`src/rtl/bpfa_pkg.sv`:
```
// Shared types and constants for the batch-admit packet FIFO.
// Used by bpfa_store, bpfa_ctrl and bounded_packet_fifo_batch_admit.
package bpfa_pkg;

	localparam int BUF_AW = 14;
	localparam int PKT_AW = 6;
	localparam int BCNT_W = 15;
	localparam int PCNT_W = 7;
	localparam int LEN_W  = 11;

	localparam logic [BCNT_W:0]   BUF_BYTES   = 16'd16384;
	localparam logic [PCNT_W:0]   MAX_PKTS    = 8'd64;
	localparam logic [LEN_W-1:0]  MAX_PKT_LEN = 11'd1316;

	localparam logic [PCNT_W-1:0] PKT_LIMIT_RST  = 7'd64;
	localparam logic [BCNT_W-1:0] BYTE_LIMIT_RST = 15'd16384;

	localparam logic CFG_PKT_LIMIT  = 1'b0;
	localparam logic CFG_BYTE_LIMIT = 1'b1;

	localparam logic [2:0] MODE_PUSH   = 3'd0;
	localparam logic [2:0] MODE_POP    = 3'd1;
	localparam logic [2:0] MODE_CLEAR  = 3'd2;
	localparam logic [2:0] MODE_CANCEL = 3'd3;
	localparam logic [2:0] MODE_RESET  = 3'd4;

	localparam logic [3:0] ST_STAGED     = 4'd0;
	localparam logic [3:0] ST_ACCEPTED   = 4'd1;
	localparam logic [3:0] ST_BAD_PACKET = 4'd2;
	localparam logic [3:0] ST_CANCELLED  = 4'd3;
	localparam logic [3:0] ST_NO_ROOM    = 4'd4;
	localparam logic [3:0] ST_POPPED     = 4'd5;
	localparam logic [3:0] ST_EMPTY      = 4'd6;
	localparam logic [3:0] ST_POP_CANCEL = 4'd7;
	localparam logic [3:0] ST_DONE       = 4'd8;

	typedef struct packed {
		logic [PCNT_W-1:0] packet_limit;
		logic [BCNT_W-1:0] byte_limit;
	} cfg_t;

	typedef struct packed {
		logic              byte_we;
		logic [BUF_AW-1:0] byte_wa;
		logic [7:0]        byte_wd;
		logic              byte_re;
		logic [BUF_AW-1:0] byte_ra;
		logic              len_we;
		logic [PKT_AW-1:0] len_wa;
		logic [LEN_W-1:0]  len_wd;
		logic              len_re;
		logic [PKT_AW-1:0] len_ra;
	} mem_req_t;

	typedef struct packed {
		logic [7:0]       byte_rd;
		logic [LEN_W-1:0] len_rd;
	} mem_rsp_t;

endpackage

```
`src/rtl/bpfa_ctrl.sv`:
```
// Request sequencing, staging, batch admission and pop logic of the packet FIFO.
// Depends on bpfa_pkg; drives the memories in bpfa_store.
module bpfa_ctrl
	import bpfa_pkg::*;
(
	input  logic              clk,
	input  logic              arst_n,
	input  cfg_t              cfg,
	input  logic              start,
	output logic              busy,
	input  logic [2:0]        mode,
	input  logic [7:0]        data_byte,
	input  logic              has_data,
	input  logic              packet_end,
	input  logic              batch_end,
	output mem_req_t          mem_req,
	input  mem_rsp_t          mem_rsp,
	output logic              result_valid,
	output logic [3:0]        status,
	output logic [7:0]        out_byte,
	output logic              out_packet_end,
	output logic [BCNT_W-1:0] bytes_stored,
	output logic [PCNT_W-1:0] packets_stored,
	output logic [BCNT_W-1:0] high_water
);

	logic              accept;
	logic              vld_s1;
	logic [2:0]        mode_s1;
	logic [7:0]        data_s1;
	logic              has_data_s1;
	logic              pkt_end_s1;
	logic              batch_end_s1;

	logic [BUF_AW-1:0] rd_ptr_q, wr_ptr_q, stg_ptr_q;
	logic [PKT_AW-1:0] len_head_q, len_tail_q;
	logic [BCNT_W-1:0] byte_cnt_q, peak_q, stg_bytes_q;
	logic [PCNT_W-1:0] pkt_cnt_q, stg_pkts_q;
	logic [LEN_W-1:0]  cur_len_q, pop_off_q;
	logic              cancel_q, stg_bad_q, stg_full_q;

	logic [BUF_AW-1:0] rd_ptr_d, wr_ptr_d, stg_ptr_d;
	logic [PKT_AW-1:0] len_head_d, len_tail_d;
	logic [BCNT_W-1:0] byte_cnt_d, peak_d, stg_bytes_d;
	logic [PCNT_W-1:0] pkt_cnt_d, stg_pkts_d;
	logic [LEN_W-1:0]  cur_len_d, pop_off_d;
	logic              cancel_d, stg_bad_d, stg_full_d;

	logic              res_vld_q, res_end_q, res_end_d;
	logic [3:0]        res_st_q, res_st_d;
	logic [7:0]        res_byte_q, res_byte_d;

	logic [LEN_W-1:0]  len1, po1;
	logic              bad1, full1, close;
	logic [BCNT_W-1:0] sb1, free_b, bc_new;
	logic [PCNT_W-1:0] sp1, free_p, pc_new;
	logic [BUF_AW-1:0] stp1;

	assign accept = start & ~vld_s1;
	assign busy   = vld_s1;

	always_ff @(posedge clk or negedge arst_n) begin
		if (!arst_n) begin
			vld_s1 <= 1'b0;
		end else begin
			vld_s1 <= accept;
		end
	end

	always_ff @(posedge clk) begin
		if (accept) begin
			mode_s1      <= mode;
			data_s1      <= data_byte;
			has_data_s1  <= has_data;
			pkt_end_s1   <= packet_end;
			batch_end_s1 <= batch_end;
		end
	end

	always_comb begin
		mem_req         = '0;
		mem_req.byte_re = accept;
		mem_req.byte_ra = rd_ptr_q;
		mem_req.len_re  = accept;
		mem_req.len_ra  = len_head_q;

		rd_ptr_d    = rd_ptr_q;
		wr_ptr_d    = wr_ptr_q;
		stg_ptr_d   = stg_ptr_q;
		len_head_d  = len_head_q;
		len_tail_d  = len_tail_q;
		byte_cnt_d  = byte_cnt_q;
		peak_d      = peak_q;
		stg_bytes_d = stg_bytes_q;
		pkt_cnt_d   = pkt_cnt_q;
		stg_pkts_d  = stg_pkts_q;
		cur_len_d   = cur_len_q;
		pop_off_d   = pop_off_q;
		cancel_d    = cancel_q;
		stg_bad_d   = stg_bad_q;
		stg_full_d  = stg_full_q;
		res_st_d    = ST_DONE;
		res_byte_d  = 8'd0;
		res_end_d   = 1'b0;

		len1   = cur_len_q;
		bad1   = stg_bad_q;
		full1  = stg_full_q;
		sb1    = stg_bytes_q;
		sp1    = stg_pkts_q;
		stp1   = stg_ptr_q;
		close  = 1'b0;
		po1    = pop_off_q + 11'd1;
		free_p = cfg.packet_limit - ((pkt_cnt_q < cfg.packet_limit) ? pkt_cnt_q
			: cfg.packet_limit);
		free_b = cfg.byte_limit - ((byte_cnt_q < cfg.byte_limit) ? byte_cnt_q
			: cfg.byte_limit);
		bc_new = byte_cnt_q;
		pc_new = pkt_cnt_q;

		if (vld_s1) begin
			unique case (mode_s1)
				MODE_PUSH: begin
					if (has_data_s1) begin
						if (cur_len_q >= MAX_PKT_LEN) begin
							bad1 = 1'b1;
						end else begin
							len1 = cur_len_q + 11'd1;
							if (({1'b0, byte_cnt_q} + {1'b0, stg_bytes_q}) < BUF_BYTES) begin
								mem_req.byte_we = 1'b1;
								mem_req.byte_wa = stg_ptr_q;
								mem_req.byte_wd = data_s1;
								stp1 = stg_ptr_q + 14'd1;
								sb1  = stg_bytes_q + 15'd1;
							end else begin
								full1 = 1'b1;
							end
						end
					end
					close = pkt_end_s1 | (batch_end_s1 & (len1 != '0));
					if (close) begin
						if (len1 == '0) begin
							bad1 = 1'b1;
						end else if (({1'b0, pkt_cnt_q} + {1'b0, stg_pkts_q}) < MAX_PKTS) begin
							mem_req.len_we = 1'b1;
							mem_req.len_wa = len_tail_q + stg_pkts_q[PKT_AW-1:0];
							mem_req.len_wd = len1;
							sp1 = stg_pkts_q + 7'd1;
						end else begin
							full1 = 1'b1;
						end
						len1 = '0;
					end
					if (batch_end_s1) begin
						priority if (bad1) begin
							res_st_d = ST_BAD_PACKET;
						end else if (cancel_q) begin
							res_st_d = ST_CANCELLED;
						end else if (full1 || sp1 > free_p || sb1 > free_b) begin
							res_st_d = ST_NO_ROOM;
						end else begin
							res_st_d = ST_ACCEPTED;
						end
						if (res_st_d == ST_ACCEPTED) begin
							bc_new     = byte_cnt_q + sb1;
							pc_new     = pkt_cnt_q + sp1;
							wr_ptr_d   = stp1;
							len_tail_d = len_tail_q + sp1[PKT_AW-1:0];
							byte_cnt_d = bc_new;
							pkt_cnt_d  = pc_new;
							if (bc_new > peak_q) begin
								peak_d = bc_new;
							end
						end
						stg_ptr_d   = (res_st_d == ST_ACCEPTED) ? stp1 : wr_ptr_q;
						stg_bytes_d = '0;
						stg_pkts_d  = '0;
						cur_len_d   = '0;
						stg_bad_d   = 1'b0;
						stg_full_d  = 1'b0;
					end else begin
						res_st_d    = ST_STAGED;
						stg_ptr_d   = stp1;
						stg_bytes_d = sb1;
						stg_pkts_d  = sp1;
						cur_len_d   = len1;
						stg_bad_d   = bad1;
						stg_full_d  = full1;
					end
				end
				MODE_POP: begin
					priority if (cancel_q) begin
						res_st_d = ST_POP_CANCEL;
					end else if (pkt_cnt_q == '0) begin
						res_st_d = ST_EMPTY;
					end else begin
						res_st_d   = ST_POPPED;
						res_byte_d = mem_rsp.byte_rd;
						rd_ptr_d   = rd_ptr_q + 14'd1;
						pop_off_d  = po1;
						if (po1 >= mem_rsp.len_rd) begin
							res_end_d  = 1'b1;
							pop_off_d  = '0;
							len_head_d = len_head_q + 6'd1;
							pkt_cnt_d  = pkt_cnt_q - 7'd1;
							byte_cnt_d = (byte_cnt_q > {4'd0, mem_rsp.len_rd})
								? byte_cnt_q - {4'd0, mem_rsp.len_rd} : '0;
						end
					end
				end
				MODE_CLEAR, MODE_CANCEL, MODE_RESET: begin
					rd_ptr_d    = '0;
					wr_ptr_d    = '0;
					stg_ptr_d   = '0;
					len_head_d  = '0;
					len_tail_d  = '0;
					byte_cnt_d  = '0;
					pkt_cnt_d   = '0;
					stg_bytes_d = '0;
					stg_pkts_d  = '0;
					cur_len_d   = '0;
					stg_bad_d   = 1'b0;
					stg_full_d  = 1'b0;
					pop_off_d   = '0;
					if (mode_s1 == MODE_CANCEL) begin
						cancel_d = 1'b1;
					end
					if (mode_s1 == MODE_RESET) begin
						cancel_d = 1'b0;
						peak_d   = '0;
					end
				end
				default: begin
					res_st_d = ST_DONE;
				end
			endcase
		end
	end

	always_ff @(posedge clk or negedge arst_n) begin
		if (!arst_n) begin
			rd_ptr_q    <= '0;
			wr_ptr_q    <= '0;
			stg_ptr_q   <= '0;
			len_head_q  <= '0;
			len_tail_q  <= '0;
			byte_cnt_q  <= '0;
			peak_q      <= '0;
			stg_bytes_q <= '0;
			pkt_cnt_q   <= '0;
			stg_pkts_q  <= '0;
			cur_len_q   <= '0;
			pop_off_q   <= '0;
			cancel_q    <= 1'b0;
			stg_bad_q   <= 1'b0;
			stg_full_q  <= 1'b0;
			res_vld_q   <= 1'b0;
		end else begin
			rd_ptr_q    <= rd_ptr_d;
			wr_ptr_q    <= wr_ptr_d;
			stg_ptr_q   <= stg_ptr_d;
			len_head_q  <= len_head_d;
			len_tail_q  <= len_tail_d;
			byte_cnt_q  <= byte_cnt_d;
			peak_q      <= peak_d;
			stg_bytes_q <= stg_bytes_d;
			pkt_cnt_q   <= pkt_cnt_d;
			stg_pkts_q  <= stg_pkts_d;
			cur_len_q   <= cur_len_d;
			pop_off_q   <= pop_off_d;
			cancel_q    <= cancel_d;
			stg_bad_q   <= stg_bad_d;
			stg_full_q  <= stg_full_d;
			res_vld_q   <= vld_s1;
		end
	end

	always_ff @(posedge clk) begin
		if (vld_s1) begin
			res_st_q   <= res_st_d;
			res_byte_q <= res_byte_d;
			res_end_q  <= res_end_d;
		end
	end

	assign result_valid   = res_vld_q;
	assign status         = res_st_q;
	assign out_byte       = res_byte_q;
	assign out_packet_end = res_end_q;
	assign bytes_stored   = byte_cnt_q;
	assign packets_stored = pkt_cnt_q;
	assign high_water     = peak_q;

endmodule

```
`config.mk`:
```
export PLATFORM = sky130hd
export DESIGN_NAME = bpfa_ctrl
export DESIGN_NICKNAME = d
export VERILOG_FILES = /design/src/rtl/bpfa_pkg.sv /design/src/rtl/bpfa_ctrl.sv
export SDC_FILE = /design/constraint.sdc
export NUM_CORES = 1
export LEC_CHECK = 0
export BUFFER_PORTS_ARGS = -buffer_cell sky130_fd_sc_hd__buf_2
export CAP_MARGIN = 20
export CORE_MARGIN = 1.5
export CORE_UTILIZATION = 60
export DETAILED_ROUTE_END_ITERATION = 16
export HOLD_SLACK_MARGIN = 0.02
export PLACE_DENSITY = 0.91
export RECOVER_POWER = 100
export SYNTH_ARGS = -nofsm -noshare
export SYNTH_HDL_FRONTEND = slang
export SYNTH_SLANG_ARGS = --single-unit
```
`constraint.sdc`:
```
create_clock -name clk -period 9.4 [get_ports clk]
set_clock_uncertainty 0.05 [all_clocks]
set_input_delay 1.88 -clock clk [delete_from_list [all_inputs] [get_ports clk]]
set_output_delay 1.88 -clock clk [all_outputs]
set_load 0.05 [all_outputs]
```
Word-level counts from Yosys, hierarchy flattened
Cells that the tools add are included.
Cells by class
  add/subtract/negate cells: 17
  $lt $le $gt $ge: 10
  equality and inequality tests: 12
  mux-type cells: 104
  bitwise logic cells: 5
  reduce and logical (&&, ||, !) cells: 20
Operators by type and width (count)
  $mux W15: 17
  $mux W23: 5
  $mux W14: 8
  $mux W11: 9
  $mux W18: 5
  $mux W7: 12
  $pmux W14 S2: 3
  $pmux W15 S2: 2
  $pmux W15 S3: 1
  $pmux W11 S2: 2
  $gt A15 B15 Y1: 2
  $mux W6: 5
  $add A14 B1 Y14 const B: 2
  $pmux W6 S2: 2
  $add A11 B1 Y11 const B: 2
  $pmux W7 S3: 1
  $mux W1: 19
  $add A15 B15 Y16: 1
  $lt A16 B15 Y1 const B: 1
  $mux W4: 4
  $add A15 B1 Y15 const B: 1
  $add A15 B15 Y15: 1
  $gt A15 B11 Y1: 1
  $lt A15 B15 Y1: 1
  41 further kinds: 61
Storage, ports and cells
  register bits after elaboration: 167
  input bits: 58
  output and inout bits: 115
  word-level logic and storage cells: 193

Longest topological paths before layout
  word-level depth: 24
  gate-level depth with buffers: 39
  mapped depth without buffers: 37

Worst setup path after synthesis
OpenSTA, ideal clock, no wires.
  path type: in2reg
  from: input cfg[1] (netlist bit)
  to: register peak_q[2] (netlist: high_water[2])
  setup time: 128 ps
  arrival: 8891 ps
  data required time: 9222 ps
  setup slack: 331 ps
  stages on the path: 37
  path buffers: 2
  cell sequence: inv_1 ha_1 a21o_1 a21o_1 a21o_1 a21o_1 a21o_1 a21o_1 a21oi_1 o211ai_1 a21oi_1 clkbuf_1 mux2i_1 fa_1 nor2b_1 o21ai_0 a21boi_0 o21ai_0 a21oi_1 o21ai_0 a21boi_0 o21ai_0 a211oi_1 a31oi_1 xnor2_1 ha_1 nand4_1 nor3_1 o21ai_0 a21oi_1 or4_1 a21oi_1 nor4b_4 a31oi_1 or2_1 buf_2 mux2_1
Between the ends
  longest elaborated chain between the ends: 14
Ends and longest elaborated chain
  start, declared: RTL line bpfa_ctrl.sv:8  | input cfg_t cfg,
  $lt A15 B15 Y1: RTL line bpfa_ctrl.sv:116  | free_b = cfg.byte_limit - ((byte_cnt_q < cfg.byte_limit) ? byte_cnt_q
  $mux W15: RTL line bpfa_ctrl.sv:116
  $sub A15 B15 Y15 *: RTL line bpfa_ctrl.sv:116
  $gt A15 B15 Y1 *: RTL line bpfa_ctrl.sv:159  | end else if (full1 || sp1 > free_p || sb1 > free_b) begin
  $logic_or A1 B1 Y1 *: RTL line bpfa_ctrl.sv:159
  $mux W3 *: RTL line bpfa_ctrl.sv:159
  $mux W3 *: RTL line bpfa_ctrl.sv:157  | end else if (cancel_q) begin
  $mux W3 *: RTL line bpfa_ctrl.sv:155  | priority if (bad1) begin
  $mux W4 *: RTL line bpfa_ctrl.sv:154  | if (batch_end_s1) begin
  $mux W4 *: RTL line bpfa_ctrl.sv:122  | unique case (mode_s1)
  $mux W4 *: RTL line bpfa_ctrl.sv:121  | if (vld_s1) begin
  $eq A4 B1 Y1 *: RTL line bpfa_ctrl.sv:164  | if (res_st_d == ST_ACCEPTED) begin
  $ne A2 B2 Y1 (no line) *
  $reduce_and A6 Y1 (no line) *
  end signal, assigned: RTL line bpfa_ctrl.sv:265  | peak_q <= peak_d;
  end, declared: RTL line bpfa_ctrl.sv:37  | logic [BCNT_W-1:0] byte_cnt_q, peak_q, stg_bytes_q;
Every way passes the cells marked *; elsewhere a longest branch is shown, timed or not. The select of a mux whose other input is x is not followed.
A chain may end at the register's enable or synchronous reset.

Worst setup path after layout
  from: input cfg[1] (netlist bit)
  to: register len_tail_q[5]
Between the ends
  longest elaborated chain between the ends: 14
Ends and longest elaborated chain
  $lt A15 B15 Y1: RTL line bpfa_ctrl.sv:116
  $mux W15: RTL line bpfa_ctrl.sv:116
  $sub A15 B15 Y15 *: RTL line bpfa_ctrl.sv:116
  $gt A15 B15 Y1 *: RTL line bpfa_ctrl.sv:159
  $logic_or A1 B1 Y1 *: RTL line bpfa_ctrl.sv:159
  $mux W3 *: RTL line bpfa_ctrl.sv:159
  $mux W3 *: RTL line bpfa_ctrl.sv:157
  $mux W3 *: RTL line bpfa_ctrl.sv:155
  $mux W4 *: RTL line bpfa_ctrl.sv:154
  $mux W4 *: RTL line bpfa_ctrl.sv:122
  $mux W4 *: RTL line bpfa_ctrl.sv:121
  $eq A4 B1 Y1 *: RTL line bpfa_ctrl.sv:164
  $ne A2 B2 Y1 (no line) *
  $reduce_and A4 Y1 (no line) *
  end signal, assigned: RTL line bpfa_ctrl.sv:263  | len_tail_q <= len_tail_d;
  end, declared: RTL line bpfa_ctrl.sv:36  | logic [PKT_AW-1:0] len_head_q, len_tail_q;
Marks and branches as above.

==> results.md <==
- Final instance count without filler cells: 2,022
- Via count of the first global-routing pass: 12,600
- Root Buffer Master: clkbuf_16
- Peak VDD IR: roughly 180 uV
- Overall power: ~3.4 mW
- Layout area overhead: 10.8%
- Clock tree buffer depth: 2
- Min-delay worst type: flip-flop to flip-flop
- Initial Util: 61.9%
- Crit path largest cell delay: 0.58 ns
- Final Cell Area: 15,100 um^2
- WHS Endpoint: wr_ptr_q[1]
- Initial drt markers: 1,161
- Mean Syn Cell Area: 8.63 um^2
- Critical hold path startpoint: wr_ptr_q[1]
- # diodes: 0
- Hold depth: 1
- IO buf count: 172
- Fin crit period: roughly 8.8 ns
- RSZ-0062 raised after global routing: no
- Total Routing Usage GR: 31.9%
- Fin nets: between 1,500 and 2,000
- Register area share after synthesis: 31.7%
- Max_cap viols: 2
- Pre-CTS WS: -0.165 ns
- Setup TNS: 0 ns
- Reg2reg end: high_water[2]
- Final WS setup: 0.592 ns
- Rows: 54
- FF-to-FF path depth: 26
- Worst reg2reg startpoint: cur_len_q[2]
- Largest net degree at the start of global routing: 76
- Routed WL: 37,800 um
- Crit Path Max Fanout: 21
- Post-synth EDFFs: 27
- Grt ovf: 0
- CP max-delay cell: or4_1
- CP Capture Type: flip-flop
- Worst-path clk slew: 0.07 ns
- Routability congestion estimate: roughly 0.97
- P per Cell Area: 228 nW/um^2
- Synth warn: 0
- Max-slew headroom: -149%
- WP buf/inv: 4
- Core Util, Final: 68.6%
- Slew @ Worst Pin: 3.74 ns
- DRT Pass-1 Iters: 7
- Pins Over Slew Limit: about 140
- Fin crit share: a little over nine tenths
- DIE AREA: between 20,000 and 25,000 um^2
- Ys flop type: dfrtp_1
- Setup violations, final: 0
- DR vias: 12,800
- Critical path's top delay family: compound AO/OA/AOI/OAI gates
- CP arrival: 9.08 ns
- Clock latency at the later pin of the worst-skew pair: 0.43 ns
- H-tree Lvls: 4
- Fin. Hold Viols: 0
- Total clock sinks: roughly 170
- Total core area: 22,000 um^2
- Leakage power: between 7 and 8 nW
- Fin Hold WS: 0.437 ns
- DR WL/cell: roughly 19 um
- Number of remaining DRC errors: 0
- Post-Syn Nets: 1,806
- DP HPWL: 27,800 um
- Startpoint types: input pin
- Num ports: 173
- Post-route ant nets: 0
- R2r setup slk: 1.57 ns
- WP data required: 9.67 ns
- Initial antenna violation count: 0
- Post-synth cell types: 75
- Placed Area: approximately 15,000 um^2
- Dpl cells: 1,987
- Failing checks: capacitance limit, slew limit
- Worst Setup Path Type: input pin to flip-flop
- Post-synthesis register bit count: around 170
- Status: finished, violations left
- Fmax: 114 MHz
- Via-per-instance ratio: 6.34
- Die height: 154 um
- CTS tree: yes
- Synthesized area: 13,600 um^2
- Most frequent CP cell: a21o_1
- FFs w/ async S/R, synth: between 80% and 90%
- CTS Buf Count: 17
- Gate Count Post-Synth: around 1,600
- First-pass GRT wire length: 61,200 um
- Layout cells sized above 1: 7.00%
- Die Span X: 154 um
==> power breakdown <==
| part | switching [mW] | leakage [nW] | internal [mW] |
|---|---|---|---|
| Clock | 0.312 | 0.261 | 0.368 |
| Combinational | 1.09 | 4.95 | 0.672 |
| Sequential | 0.175 | 2.17 | 0.820 |
==> area by class of cell <==
cell class | count | area [um^2]
Multi-Input combinational cell | 1235 | 8600
Fill cell | 1708 | 6920
Sequential cell | 167 | 4310
Timing Repair Buffer | 194 | 857
Clock buffer | 19 | 433
Inverter | 114 | 428
Tap cell | 280 | 350
Clock inverter | 13 | 120
==> worst reg2reg max path: cells and delay by family, from the launching register on <==
family          cells  cell delay (ns)
fa+ha+maj           2             0.64
compound gates     12             3.59
xor+xnor            2             0.61
mux                 1             0.33
simple gates        7             1.42
buf+inv             2             0.58
flops               1             0.49
==> cells in the final DEF (no fill, tap or decap), types with 38 or more instances in the layout <==
cell and count:
dfrtp_1 140, nand2_1 169, clkbuf_1 123, and3_1 38
xor2_1 47, ha_1 161, inv_1 114, buf_2 57
nand3_1 47, a21o_1 42, a21oi_1 64, nor2_1 103
xnor2_1 72, o21ai_0 130
==> timing repair <==
action	in CTS	in global routing
buffers inserted	0	3
resized for setup	0	14
endpoints found under the setup margin	0	67
hold buffers	0	0
==> sequential cells by signal, indices dropped and copies added, names as in the netlist, 3 cells and up <==
register / flops
bytes_stored: 15
cur_len_q: 11
data_s1: 8
high_water: 15
len_head_q: 6
len_tail_q: 6
mode_s1: 3
out_byte: 8
packets_stored: 7
pop_off_q: 11
rd_ptr_q: 14
status: 4
stg_bytes_q: 15
stg_pkts_q: 7
stg_ptr_q: 14
wr_ptr_q: 14
==> worst max-delay path by stage <==
| stage | start | end | slack [ns] | cells past startpoint |
|---|---|---|---|---|
| after floorplan | cfg[1] | high_water[2] | 0.33 | 37 |
| after global routing | cfg[1] | stg_ptr_q[8] | 0.004 | 39 |
| after detailed placement | cfg[1] | len_tail_q[5] | -0.17 | 39 |
| final | cfg[1] | len_tail_q[5] | 0.59 | 39 |
| after CTS | cfg[1] | len_tail_q[5] | 0.20 | 39 |
| after global placement | cfg[1] | len_tail_q[5] | 0.18 | 39 |
==> Yosys cell counts, types with 7 or more instances <==
master    number  share of area, %
nand2_1      169               4.7
ha_1         161                15
dfrtp_1      140                26
o21ai_0      137               5.0
inv_1        114               3.1
nor2_1       103               2.8
xnor2_1       72               4.6
a21oi_1       65               2.4
clkbuf_1      49               1.3
nand3_1       48               1.8
xor2_1        47               3.0
a21o_1        42               2.3
and3_1        38               1.7
nor3_1        30               1.1
mux2i_1       28               2.1
edfxtp_1      27               5.9
o31ai_1       27               1.5
nand4_1       20              0.92
nor2b_1       20              0.92
o21a_1        18              0.99
a31oi_1       15              0.69
nand2b_1      15              0.69
a22o_1        14              0.90
and2_1        13              0.60
o211ai_1      13              0.72
o21ai_1       13              0.48
a21boi_0      10              0.55
a22oi_1        9              0.50
a211oi_1       8              0.44
buf_2          8              0.29
nor4_1         8              0.37
fa_1           7               1.0
==> logic make-up after synthesis <==
| kind of cell | count (synthesis) | synth area share [%] |
|---|---|---|
| mux | 31 | 2.30 |
| flops | 167 | 31.7 |
| compound gates | 421 | 19.8 |
| buf+inv | 178 | 5.20 |
| simple gates | 496 | 17.6 |
| fa+ha+maj | 168 | 15.8 |
| xor+xnor | 119 | 7.65 |
==> per-layer routing <==
layer | vias up | routed length [um] | global-route usage, %
li1 | 5945 | - | -
met1 | 6057 | 14700 | 38.9
met2 | 671 | 17800 | 53.8
met4 | 0 | 1790 | 15.8
met3 | 141 | 3470 | 6.91
met5 | - | 0 | 0
Note: power is estimated with default switching activity, not from simulation.
